--- config.mk ---
export PLATFORM = sky130hd
export DESIGN_NAME = serial_mouse_packet_engine_flat
export DESIGN_NICKNAME = d
export VERILOG_FILES = /design/src/rtl/smpe_pkg.sv /design/src/rtl/smpe_if.sv /design/src/rtl/smpe_core.sv /design/src/rtl/smpe_txq.sv /design/src/rtl/serial_mouse_packet_engine.sv /design/src/flat_wrapper.sv
export SDC_FILE = /design/constraint.sdc
export NUM_CORES = 1
export LEC_CHECK = 0
export BUFFER_PORTS_ARGS = -buffer_cell sky130_fd_sc_hd__buf_4
export CORE_UTILIZATION = 55
export DETAILED_ROUTE_END_ITERATION = 7
export PLACE_DENSITY = 0.77
export SYNTH_ARGS = -nofsm -noshare
export SYNTH_HDL_FRONTEND = slang
export SYNTH_SLANG_ARGS = --single-unit
--- constraint.sdc ---
create_clock -name clk_i -period 2.8 [get_ports clk_i]
set_input_delay 0.28 -clock clk_i [delete_from_list [all_inputs] [get_ports clk_i]]
set_output_delay 0.28 -clock clk_i [all_outputs]
set_load 0.02 [all_outputs]
--- src/rtl/smpe_pkg.sv ---
`timescale 1ns / 1ps

package smpe_pkg;

  // Button slots kept by default; the packet always reports buttons 0 and 1.
  localparam int BtnCountDef = 3;

  // Most results one event can cause (the three-byte packet).
  localparam int ResMax    = 3;
  localparam int ResCntW   = $clog2(ResMax + 1);

  // Result queue depth; must hold one full packet.
  localparam int TxqDepth  = 4;

  localparam logic [7:0] IdByte     = 8'h4D;
  localparam logic [1:0] SyncBits   = 2'b01;  // top bits of the first packet byte
  localparam logic [1:0] DataBits   = 2'b00;  // top bits of the data bytes

  typedef enum logic [2:0] {
    CMD_MOTION = 3'd0,
    CMD_BUTTON = 3'd1,
    CMD_DTR    = 3'd2,
    CMD_RTS    = 3'd3,
    CMD_TICK   = 3'd4
  } cmd_e;

  typedef struct packed {
    logic [7:0] tx_byte;
    logic       byte_valid;
    logic       clear_to_send;
    logic       last_of_run;
  } res_t;

  // Results of one event, handed from the core to the result queue.
  typedef struct packed {
    logic [ResCntW-1:0]    cnt;
    res_t [ResMax-1:0]     res;
  } push_t;

  function automatic logic signed [15:0] sat16(logic signed [16:0] v);
    logic signed [15:0] r;
    if (v > 17'sd32767) begin
      r = 16'sh7FFF;
    end else if (v < -17'sd32768) begin
      r = 16'sh8000;
    end else begin
      r = v[15:0];
    end
    return r;
  endfunction

  function automatic logic [7:0] clamp8(logic signed [15:0] v);
    logic [7:0] r;
    if (v > 16'sd127) begin
      r = 8'h7F;
    end else if (v < -16'sd128) begin
      r = 8'h80;
    end else begin
      r = v[7:0];
    end
    return r;
  endfunction

endpackage

--- src/rtl/smpe_if.sv ---
`timescale 1ns / 1ps

// Event channel into the engine.
interface smpe_in_if;
  logic               valid;
  logic               ready;
  logic [2:0]         command;
  logic signed [11:0] move_x;
  logic signed [11:0] move_y;
  logic [2:0]         button_index;
  logic               button_down;
  logic               line_level;

  modport source (
    output valid, command, move_x, move_y, button_index, button_down, line_level,
    input  ready
  );
  modport sink (
    input  valid, command, move_x, move_y, button_index, button_down, line_level,
    output ready
  );
endinterface

// Result channel out of the engine.
interface smpe_out_if;
  logic       valid;
  logic       ready;
  logic [7:0] tx_byte;
  logic       byte_valid;
  logic       clear_to_send;
  logic       last_of_run;

  modport source (
    output valid, tx_byte, byte_valid, clear_to_send, last_of_run,
    input  ready
  );
  modport sink (
    input  valid, tx_byte, byte_valid, clear_to_send, last_of_run,
    output ready
  );
endinterface

--- src/rtl/smpe_core.sv ---
`timescale 1ns / 1ps

module smpe_core #(
  parameter int BUTTON_COUNT = smpe_pkg::BtnCountDef
) (
  input  logic            clk_i,
  input  logic            rst_ni,
  smpe_in_if.sink         evt_i,
  input  logic            room_i,
  output smpe_pkg::push_t push_o
);
  import smpe_pkg::*;

  // input register
  logic                    valid_q;
  logic [2:0]              cmd_q;
  logic signed [11:0]      mx_q, my_q;
  logic [2:0]              bidx_q;
  logic                    bdown_q, lvl_q;

  // mouse state
  logic                    updating_q, updating_d;
  logic signed [15:0]      accum_x_q, accum_x_d;
  logic signed [15:0]      accum_y_q, accum_y_d;
  logic [BUTTON_COUNT-1:0] btn_q, btn_d;
  logic                    pending_q, pending_d;
  logic                    cts_q, cts_d;

  logic                    fire;
  logic signed [16:0]      sum_x, sum_y;
  logic signed [15:0]      sat_x, sat_y;
  logic [7:0]              px, py;
  push_t                   push;

  assign fire        = valid_q & room_i;
  assign evt_i.ready = ~valid_q | room_i;

  always_ff @(posedge clk_i or negedge rst_ni) begin
    if (!rst_ni) begin
      valid_q <= 1'b0;
    end else if (evt_i.ready) begin
      valid_q <= evt_i.valid;
    end
  end

  always_ff @(posedge clk_i) begin
    if (evt_i.valid && evt_i.ready) begin
      cmd_q   <= evt_i.command;
      mx_q    <= evt_i.move_x;
      my_q    <= evt_i.move_y;
      bidx_q  <= evt_i.button_index;
      bdown_q <= evt_i.button_down;
      lvl_q   <= evt_i.line_level;
    end
  end

  always_comb begin
    sum_x = 17'(accum_x_q) + 17'(mx_q);
    sum_y = 17'(accum_y_q) + 17'(my_q);
    sat_x = sat16(sum_x);
    sat_y = sat16(sum_y);
    px    = clamp8(accum_x_q);
    py    = clamp8(accum_y_q);
  end

  always_comb begin
    updating_d = updating_q;
    accum_x_d  = accum_x_q;
    accum_y_d  = accum_y_q;
    btn_d      = btn_q;
    pending_d  = pending_q;
    cts_d      = cts_q;
    push       = '0;

    unique case (cmd_q)
      CMD_MOTION: begin
        accum_x_d = sat_x;
        accum_y_d = sat_y;
        if (sat_x != '0 || sat_y != '0) begin
          pending_d = 1'b1;
        end
      end
      CMD_BUTTON: begin
        if (int'(bidx_q) < BUTTON_COUNT) begin
          for (int i = 0; i < BUTTON_COUNT; i++) begin
            if (bidx_q == 3'(i)) begin
              btn_d[i] = bdown_q;
            end
          end
          pending_d = 1'b1;
        end
      end
      CMD_DTR: begin
        pending_d = 1'b0;
        push.cnt  = ResCntW'(1);
        push.res[0].last_of_run = 1'b1;
        if (lvl_q) begin
          accum_x_d  = '0;
          accum_y_d  = '0;
          updating_d = 1'b1;
          push.res[0].tx_byte       = IdByte;
          push.res[0].byte_valid    = 1'b1;
          push.res[0].clear_to_send = cts_q;
        end else begin
          updating_d = 1'b0;
          cts_d      = 1'b0;
        end
      end
      CMD_RTS: begin
        cts_d    = lvl_q;
        push.cnt = ResCntW'(1);
        push.res[0].tx_byte       = IdByte;
        push.res[0].byte_valid    = 1'b1;
        push.res[0].clear_to_send = lvl_q;
        push.res[0].last_of_run   = 1'b1;
      end
      CMD_TICK: begin
        if (updating_q && pending_q) begin
          accum_x_d = '0;
          accum_y_d = '0;
          pending_d = 1'b0;
          push.cnt  = ResCntW'(3);
          push.res[0].tx_byte = {SyncBits, btn_q[0], btn_q[1], py[7:6], px[7:6]};
          push.res[1].tx_byte = {DataBits, px[5:0]};
          push.res[2].tx_byte = {DataBits, py[5:0]};
          for (int k = 0; k < 3; k++) begin
            push.res[k].byte_valid    = 1'b1;
            push.res[k].clear_to_send = cts_q;
          end
          push.res[2].last_of_run = 1'b1;
        end
      end
      default: begin
      end
    endcase

    if (!fire) begin
      push.cnt = '0;
    end
  end

  assign push_o = push;

  always_ff @(posedge clk_i or negedge rst_ni) begin
    if (!rst_ni) begin
      updating_q <= 1'b0;
      accum_x_q  <= '0;
      accum_y_q  <= '0;
      btn_q      <= '0;
      pending_q  <= 1'b0;
      cts_q      <= 1'b0;
    end else if (fire) begin
      updating_q <= updating_d;
      accum_x_q  <= accum_x_d;
      accum_y_q  <= accum_y_d;
      btn_q      <= btn_d;
      pending_q  <= pending_d;
      cts_q      <= cts_d;
    end
  end

endmodule

--- src/rtl/smpe_txq.sv ---
`timescale 1ns / 1ps

module smpe_txq (
  input  logic            clk_i,
  input  logic            rst_ni,
  input  smpe_pkg::push_t push_i,
  output logic            room_o,
  smpe_out_if.source      res_o
);
  import smpe_pkg::*;

  localparam int PtrW = $clog2(TxqDepth);
  localparam int CntW = $clog2(TxqDepth + 1);

  res_t            mem_q [TxqDepth];
  logic [PtrW-1:0] wr_q, rd_q;
  logic [CntW-1:0] count_q, count_d;
  logic            pop;
  res_t            head;

  // room for a full packet, judged from the registered count only
  assign room_o = count_q <= CntW'(TxqDepth - ResMax);

  assign pop  = res_o.valid & res_o.ready;
  assign head = mem_q[rd_q];

  assign res_o.valid         = count_q != '0;
  assign res_o.tx_byte       = head.tx_byte;
  assign res_o.byte_valid    = head.byte_valid;
  assign res_o.clear_to_send = head.clear_to_send;
  assign res_o.last_of_run   = head.last_of_run;

  assign count_d = count_q + CntW'(push_i.cnt) - CntW'(pop);

  always_ff @(posedge clk_i) begin
    for (int k = 0; k < ResMax; k++) begin
      if (ResCntW'(k) < push_i.cnt) begin
        mem_q[wr_q + PtrW'(k)] <= push_i.res[k];
      end
    end
  end

  always_ff @(posedge clk_i or negedge rst_ni) begin
    if (!rst_ni) begin
      wr_q    <= '0;
      rd_q    <= '0;
      count_q <= '0;
    end else begin
      wr_q    <= wr_q + PtrW'(push_i.cnt);
      rd_q    <= rd_q + PtrW'(pop);
      count_q <= count_d;
    end
  end

endmodule

--- src/rtl/serial_mouse_packet_engine.sv ---
`timescale 1ns / 1ps

// Channel   Dir  Role    Payload
// evt_i     in   sink    command, move_x, move_y, button_index, button_down, line_level
// res_o     out  source  tx_byte, byte_valid, clear_to_send, last_of_run
//
// An event is registered on acceptance and handled once the queue has room; its results
// land in a four-entry queue and leave one per cycle while res_o is ready.
// A new event is taken whenever the input register is free or the queue holds at most one
// result; an event of any command waits in the input register until then.
// Reset (rst_ni, async low) clears the mouse state, the input register and the queue.
// A stalled res_o holds its head result; once the queue holds two or more results the
// registered event waits and evt_i.ready drops.

module serial_mouse_packet_engine #(
  parameter int BUTTON_COUNT = smpe_pkg::BtnCountDef
) (
  input  logic        clk_i,
  input  logic        rst_ni,
  smpe_in_if.sink     evt_i,
  smpe_out_if.source  res_o
);
  import smpe_pkg::*;

  push_t push;
  logic  room;

  // Event decode, mouse state and packet formatting.
  smpe_core #(
    .BUTTON_COUNT(BUTTON_COUNT)
  ) u_core (
    .clk_i  (clk_i),
    .rst_ni (rst_ni),
    .evt_i  (evt_i),
    .room_i (room),
    .push_o (push)
  );

  // Result queue: up to three results per event, one out per cycle while res_o is ready.
  smpe_txq u_txq (
    .clk_i  (clk_i),
    .rst_ni (rst_ni),
    .push_i (push),
    .room_o (room),
    .res_o  (res_o)
  );

endmodule

--- src/flat_wrapper.sv ---
// flat-port wrapper written by rule: the top's interface ports become plain ports
module serial_mouse_packet_engine_flat import smpe_pkg::*;
#(
  parameter int BUTTON_COUNT = smpe_pkg::BtnCountDef
)
  (clk_i, rst_ni, evt_i_valid, evt_i_command, evt_i_move_x, evt_i_move_y, evt_i_button_index, evt_i_button_down, evt_i_line_level, evt_i_ready, res_o_valid, res_o_tx_byte, res_o_byte_valid, res_o_clear_to_send, res_o_last_of_run, res_o_ready);
  smpe_in_if evt_i_i ();
  smpe_out_if res_o_i ();
  input  logic clk_i;
  input  logic rst_ni;
  input wire logic [$bits(evt_i_i.valid)-1:0] evt_i_valid;
  input wire logic [$bits(evt_i_i.command)-1:0] evt_i_command;
  input wire logic [$bits(evt_i_i.move_x)-1:0] evt_i_move_x;
  input wire logic [$bits(evt_i_i.move_y)-1:0] evt_i_move_y;
  input wire logic [$bits(evt_i_i.button_index)-1:0] evt_i_button_index;
  input wire logic [$bits(evt_i_i.button_down)-1:0] evt_i_button_down;
  input wire logic [$bits(evt_i_i.line_level)-1:0] evt_i_line_level;
  output wire logic [$bits(evt_i_i.ready)-1:0] evt_i_ready;
  output wire logic [$bits(res_o_i.valid)-1:0] res_o_valid;
  output wire logic [$bits(res_o_i.tx_byte)-1:0] res_o_tx_byte;
  output wire logic [$bits(res_o_i.byte_valid)-1:0] res_o_byte_valid;
  output wire logic [$bits(res_o_i.clear_to_send)-1:0] res_o_clear_to_send;
  output wire logic [$bits(res_o_i.last_of_run)-1:0] res_o_last_of_run;
  input wire logic [$bits(res_o_i.ready)-1:0] res_o_ready;
  assign evt_i_i.valid = evt_i_valid;
  assign evt_i_i.command = evt_i_command;
  assign evt_i_i.move_x = evt_i_move_x;
  assign evt_i_i.move_y = evt_i_move_y;
  assign evt_i_i.button_index = evt_i_button_index;
  assign evt_i_i.button_down = evt_i_button_down;
  assign evt_i_i.line_level = evt_i_line_level;
  assign evt_i_ready = evt_i_i.ready;
  assign res_o_valid = res_o_i.valid;
  assign res_o_tx_byte = res_o_i.tx_byte;
  assign res_o_byte_valid = res_o_i.byte_valid;
  assign res_o_clear_to_send = res_o_i.clear_to_send;
  assign res_o_last_of_run = res_o_i.last_of_run;
  assign res_o_i.ready = res_o_ready;
  serial_mouse_packet_engine #(.BUTTON_COUNT(BUTTON_COUNT)) u_core (.clk_i(clk_i), .rst_ni(rst_ni), .evt_i(evt_i_i), .res_o(res_o_i));
endmodule
Word level (Yosys, flattened, before mapping)
Memory sizes are Yosys's and may differ from the RTL's.
Index checks and enable logic that the tools add are counted.
Cells by class
  $lt $le $gt $ge: 13
  bitwise gates (word level): 4
  reduce and logical (&&, ||, !) cells: 18
  multiplexer cells: 33
  equal/unequal tests: 10
  $add $sub $neg: 8
Operators with widths (count)
  16-bit two-way mux: 6
  16-bit one-hot mux with 3 select lines: 2
  16-bit by 12-bit adder with 17-bit output: 2
  17-bit by 16-bit > comparator with 1-bit output (second input constant): 2
  17-bit by 16-bit less-than comparator with 1-bit output (second input constant): 2
  16-bit by 8-bit > comparator with 1-bit output (second input constant): 2
  16-bit by 8-bit less-than comparator with 1-bit output (second input constant): 2
  8-bit two-way mux: 4
  16-bit nonzero test: 2
  10-bit one-hot mux with 3 select lines: 1
  23-bit two-way mux: 1
  21-bit two-way mux: 1
  9-bit two-way mux: 2
  1-bit two-way mux: 12
  4-bit AND reduction: 3
  2-bit != test (second input constant): 5
  3-bit by 1-bit == test with 1-bit output (second input constant): 2
  3-bit by 2-bit == test with 1-bit output (second input constant): 2
  3-bit logical NOT: 2
  3-bit nonzero test: 2
  5-bit AND reduction: 1
  1-bit by 2-bit less-than comparator with 1-bit output (first input constant): 2
  1-bit one-hot mux with 4 select lines: 1
  2-bit one-hot mux with 2 select lines: 1
  22 further kinds: 24
Storage, ports and cells
  memories kept: 1
  input port bits: 36
  register bits: 77
  memory bits (writable): 44
  word-level logic and storage cells: 104
  output and inout bits: 13
Memory list
  u_core.u_txq.mem_q: words 4, width 11, rd ports 1, clocked after memory_dff 0, write ports 3, line smpe_txq.sv:15  | res_t mem_q [TxqDepth];

Depth between registers and ports, before layout
  word-level depth: 9
  gate-level depth with buffers: 14

Hierarchy
A second synthesis with hierarchy kept.
Second synthesis, totals
  cells, all modules: 845
  area total of the unflattened synthesis: 7985.2 um^2
Modules (own cells, without submodules)
  smpe_core: area an instance 4984.8 um^2, instances 1, cells an instance 541
  smpe_txq: area an instance 3000.4 um^2, instances 1, cells an instance 304

Worst setup path after synthesis
Ideal clock, no wire load.
  kind: register to register
  from: register u_core.u_core.accum_x_q[0]
  to: register u_core.u_core.pending_q
  stages on the path, launching flop included: 14
  setup time: 127 ps
  path slack: -313 ps
  data arrival time: 2986 ps
  clock period less this slack: 3113 ps
  path buffers: 0
  required time: 2673 ps
  path through: dfrtp_1 ha_1 inv_1 fa_1 nor2b_4 o211ai_2 a31oi_1 nor2_1 xnor2_1 or4b_1 or4_1 nor4_2 a31oi_1 mux2i_1
On the way
  word-level cells in the longest chain between the ends: 8
RTL lines
  from (decl): line smpe_core.sv:23  | logic signed [15:0] accum_x_q, accum_x_d;
  from (signal assigned): line smpe_core.sv:154  | accum_x_q <= accum_x_d;
  16-bit by 12-bit adder with 17-bit output (*): line smpe_core.sv:58  | sum_x = 17'(accum_x_q) + 17'(mx_q);
  17-bit by 16-bit less-than comparator with 1-bit output: line smpe_pkg.sv:44  | end else if (v < -17'sd32768) begin
  16-bit two-way mux: line smpe_pkg.sv:44
  16-bit two-way mux (*): line smpe_pkg.sv:42  | if (v > 17'sd32767) begin
  16-bit nonzero test (*): line smpe_core.sv:79  | if (sat_x != '0 || sat_y != '0) begin
  1-bit logical OR (*): line smpe_core.sv:79
  2-bit != test (no source line) (*)
  5-bit AND reduction (no source line) (*)
  to (signal assigned): line smpe_core.sv:157  | pending_q <= pending_d;
  to (decl): line smpe_core.sv:26  | logic pending_q, pending_d;
Every way passes the cells marked *; elsewhere a longest branch is shown, timed or not.
A chain may end at the register's enable or synchronous reset.

Worst setup path after layout
  from: register u_core.u_core.my_q[0]
  to: register u_core.u_core.pending_q
On the way
  word-level cells in the longest chain between the ends: 8
RTL lines
  from (decl): line smpe_core.sv:17  | logic signed [11:0] mx_q, my_q;
  from (signal assigned): line smpe_core.sv:50  | my_q <= evt_i.move_y;
  16-bit by 12-bit adder with 17-bit output (*): line smpe_core.sv:59  | sum_y = 17'(accum_y_q) + 17'(my_q);
  17-bit by 16-bit less-than comparator with 1-bit output: line smpe_pkg.sv:44
  16-bit two-way mux: line smpe_pkg.sv:44
  16-bit two-way mux (*): line smpe_pkg.sv:42
  16-bit nonzero test (*): line smpe_core.sv:79
  1-bit logical OR (*): line smpe_core.sv:79
  2-bit != test (no source line) (*)
  5-bit AND reduction (no source line) (*)
Marked as above.

==> flow_metrics.py <==
metrics = {
    "outcome": {
        "status": "complete, but fails checks",
        "violations": "setup timing",
    },
    "yosys": {
        "syn_area_per_cell_um2": 10.5,
        "synth-edff-count": 68,
        "yosys.area_share.adder_pct": 7.98,
        "synth-compound-area-share_pct": 18.8,
        "synthFlopType": "edfxtp_1",
        "yosys.area.top_type": "edfxtp_1",
        "ys_seq_elements": 117,
        "ys_warn_count": 0,
        "synth_most_common_cell": "edfxtp_1",
        "ys_seq_area_share_pct": 47.7,
        "ys_types": 65,
        "synth_simple_gate_area_share_pct": 14.6,
        "synth_common_cells": "edfxtp_1, o21ai_0, nand2_1",
        "synthCells": 646,
        "syn-cell-area_um2": 6810,
        "async_reset_ff_share_pct": 38.5,
        "ys_top_cells_by_area": "edfxtp_1, dfrtp_1, ha_1, o21ai_0, mux4_2",
        "synth_top_cell_area_share_pct": 30.0,
        "syn_nets": 722,
        "synth_top_family_by_area": "compound AO/OA/AOI/OAI gates",
        "synth_xor_area_share_pct": 3.86,
        "synthMuxAreaShare_pct": 4.41,
    },
    "grt": {
        "grt_pass1_wl_mm": 30.8,
        "track_usage_pct": 31.7,
        "grt_pass1_vias": 5990,
        "antenna_found_initial": 0,
        "grt_max_degree": 46,
        "grt_overflow_total": 0,
    },
    "place": {
        "dpl_worst_slack_ns": -0.611,
        "io_buffer_count": 47,
        "gp_congestion": 0.933,
        "hpwl_mm": 12.9,
        "place_area_um2": 8070,
    },
    "detailed_routing": {
        "viasPerCell": 6.26,
        "drc": 0,
        "ant_nets": 0,
        "wl_mm": 20.6,
        "vias": 6201,
        "wire_per_inst_um": 20.8,
        "drt_iter0_markers": 686,
        "first_pass_iters": 5,
    },
    "floorplanning": {
        "ios": 49,
        "fp.dieW_um": 113,
        "die_area_um2": 12800,
        "die_h_um": 113,
        "num_rows": 40,
        "initial_core_util_pct": 56.5,
        "fp.coreArea_um2": 12100,
    },
    "clocking": {
        "clk_pin_slew_ns": 0.06,
        "clk-insertion-delay-late_ns": 0.43,
        "numCtsBuffers": 17,
        "cts_buffer_depth": 2,
        "cts.sinks": 117,
        "clock-root-buffer": "clkbuf_16",
        "htree_levels": 4,
        "cts_tree": "yes",
    },
    "timing": {
        "finalCriticalPeriod_ns": 3.40,
        "setup_viol": 32,
        "finalMaxSlewViolations": 0,
        "final.setup.worst_slack_ns": -0.597,
        "finalSetupTns_ns": -11.10,
        "fin_crit_sh_pct": 121,
        "whs_ns": 0.0265,
        "maxSlewHeadroom_pct": 18.8,
        "rsz0062_at_grt": "true",
        "finalHoldViolations": 0,
        "clock.fmax_mhz": 294,
        "tightestPinTransition_ns": 1.22,
        "fin_skew_ns": 0.0107,
    },
    "worst_setup_path": {
        "cp-end-kind": "flop",
        "cp.required_ns": 3.10,
        "setup.worst_path.class": "flop to flop",
        "cp-start-kind": "flop",
        "critPathMaxFanout": 2,
        "cp.arrival_ns": 3.70,
        "cp_slowest_stage_delay_ns": 0.51,
        "cp_slowest_cell": "or4_1",
        "path_cells": "ha_4 > inv_2 > fa_2 > nand2b_4 > a211oi_4 > o211ai_1 > nor2b_1 > o31ai_1 > xor2_1 > or4_1 > nor4_2 > a31oi_1 > mux2i_1",
    },
    "finish": {
        "synthToLayoutAreaGrowth_pct": 37.8,
        "diodes": 0,
        "nets": 886,
        "fin_area_um2": 9380,
        "multi_input_area_um2": 3860,
        "drive_above_1_share_pct": 36.6,
        "num-fill-cells": 704,
        "regArea_um2": 3250,
    },
    "pwr": {
        "p_leak_nw": 3.85,
        "peakVddDrop_mv": 0.805,
        "p_per_area_nw_per_um2": 1350,
    },
    "flow_run": {
        "max_cap_violations": 0,
    },
    "worst_hold_path": {
        "min_path_type": "primary input to flop",
    },
}
logic make-up (layout without fill, tap and decap cells):
kind of cell	count (synthesis)	after routing
adder cells (fa/ha/maj)	42	42
AND/OR/NAND/NOR	199	199
multiplexers	17	17
buffers and inverters	46	223
AO/OA/AOI/OAI	194	194
other	1	1
XOR/XNOR	30	30
flip-flops	117	117
path summary, 6_finish.rpt:
kind / cells after the start / slack [ns] / end / start
min: 1 / 0.03 / u_core.u_core.mx_q[8] / evt_i_move_x[8]
max in group asynchronous: 2 / 1.94 / u_core.u_core.accum_y_q[1] / rst_ni
max reg2reg: 13 / -0.60 / u_core.u_core.pending_q / u_core.u_core.my_q[0]
max: 13 / -0.60 / u_core.u_core.pending_q / u_core.u_core.my_q[0]
min reg2reg: 2 / 0.49 / u_core.u_txq.mem_q[1][9] / u_core.u_txq.mem_q[1][9]
min in group asynchronous: 2 / 0.40 / u_core.u_txq.count_q[0] / rst_ni
worst max-delay path: cells and delay by family (launching register included):
| kind | cells | cell delay, ns |
|---|---|---|
| XOR/XNOR | 1 | 0.16 |
| adder cells (fa/ha/maj) | 2 | 0.52 |
| AND/OR/NAND/NOR | 4 | 1.12 |
| AO/OA/AOI/OAI | 4 | 0.88 |
| multiplexers | 1 | 0.14 |
| flip-flops | 1 | 0.43 |
| buffers and inverters | 1 | 0.04 |
per-layer routing:
metal  global-route usage, %  part of all wire, %  vias to the layer above
li1                        -                    -                     2790
met1                    39.5                   40                     3011
met2                    53.3                   50                      325
met3                    6.53                  6.4                       75
met4                    14.6                  4.3                        0
met5                       0                    0                        -
stage by stage:
stage / cells / util (%) / total power (W)
after CTS: 982 / 75.2 / 0.0114
after detailed placement: 934 / 66.9 / 0.00811
final: 991 / 77.8 / 0.0126
after floorplan: 646 / - / 0.00593
after global placement: 934 / 66.9 / 0.00789
after global routing: 991 / 77.8 / 0.0132
cells in the final DEF, fill, tap and decap left out, drive strengths merged, types with 6 or more instances in the layout:
cell / synthesis / final
buf: 4 / 172
edfxtp: 68 / 68
o21ai: 63 / 63
nand2: 60 / 60
dfrtp: 45 / 45
a21oi: 42 / 42
nor2: 40 / 40
ha: 37 / 37
nand3: 24 / 24
inv: 18 / 21
a22o: 19 / 19
xnor2: 19 / 19
clkbuf: 24 / 18
o221ai: 16 / 16
xor2: 11 / 11
nor2b: 11 / 11
mux4: 10 / 10
and2: 9 / 9
nand2b: 8 / 8
o211ai: 8 / 8
and3: 7 / 7
nor4: 6 / 6
nor3: 6 / 6
a211oi: 6 / 6
area by class of cell:
cell class                      instances  share of cell area, %
Sequential cell                       117                   34.6
Tap cell                              168                   2.24
Timing Repair Buffer                  173                   14.7
Clock inverter                         14                   1.87
Multi-Input combinational cell        483                   41.1
Inverter                               18                  0.720
Clock buffer                           18                   4.68
timing repair:
| item | CTS | global route |
|---|---|---|
| setup endpoints to repair | 33 | 34 |
| gates cloned | 1 | 0 |
| hold buffers | 1 | 0 |
| gates resized for setup | 81 | 51 |
| endpoints found under the hold margin | 45 | 0 |
| setup buffers | 15 | 11 |
| pin swaps | 17 | 23 |
registers in the layout, indices dropped and copies added, names as in the netlist:
signal,cells
u_core.u_core.valid_q,1
u_core.u_core.my_q,12
u_core.u_core.cmd_q,3
u_core.u_core.bdown_q,1
u_core.u_txq.wr_q,2
u_core.u_core.updating_q,1
u_core.u_txq.rd_q,2
u_core.u_core.cts_q,1
u_core.u_txq.mem_q,40
u_core.u_core.accum_y_q,16
u_core.u_txq.count_q,3
u_core.u_core.bidx_q,3
u_core.u_core.pending_q,1
u_core.u_core.btn_q,2
u_core.u_core.lvl_q,1
u_core.u_core.accum_x_q,16
u_core.u_core.mx_q,12
power breakdown:
| part | internal (W) | switching, W | total [W] |
|---|---|---|---|
| logic | 0.00366 | 0.00388 | 0.00754 |
| registers | 0.00230 | 0.000522 | 0.00282 |
| clock network | 0.00143 | 0.000850 | 0.00228 |
| total | 0.00739 | 0.00526 | 0.0126 |
Note: power is estimated with default switching activity, not from simulation.
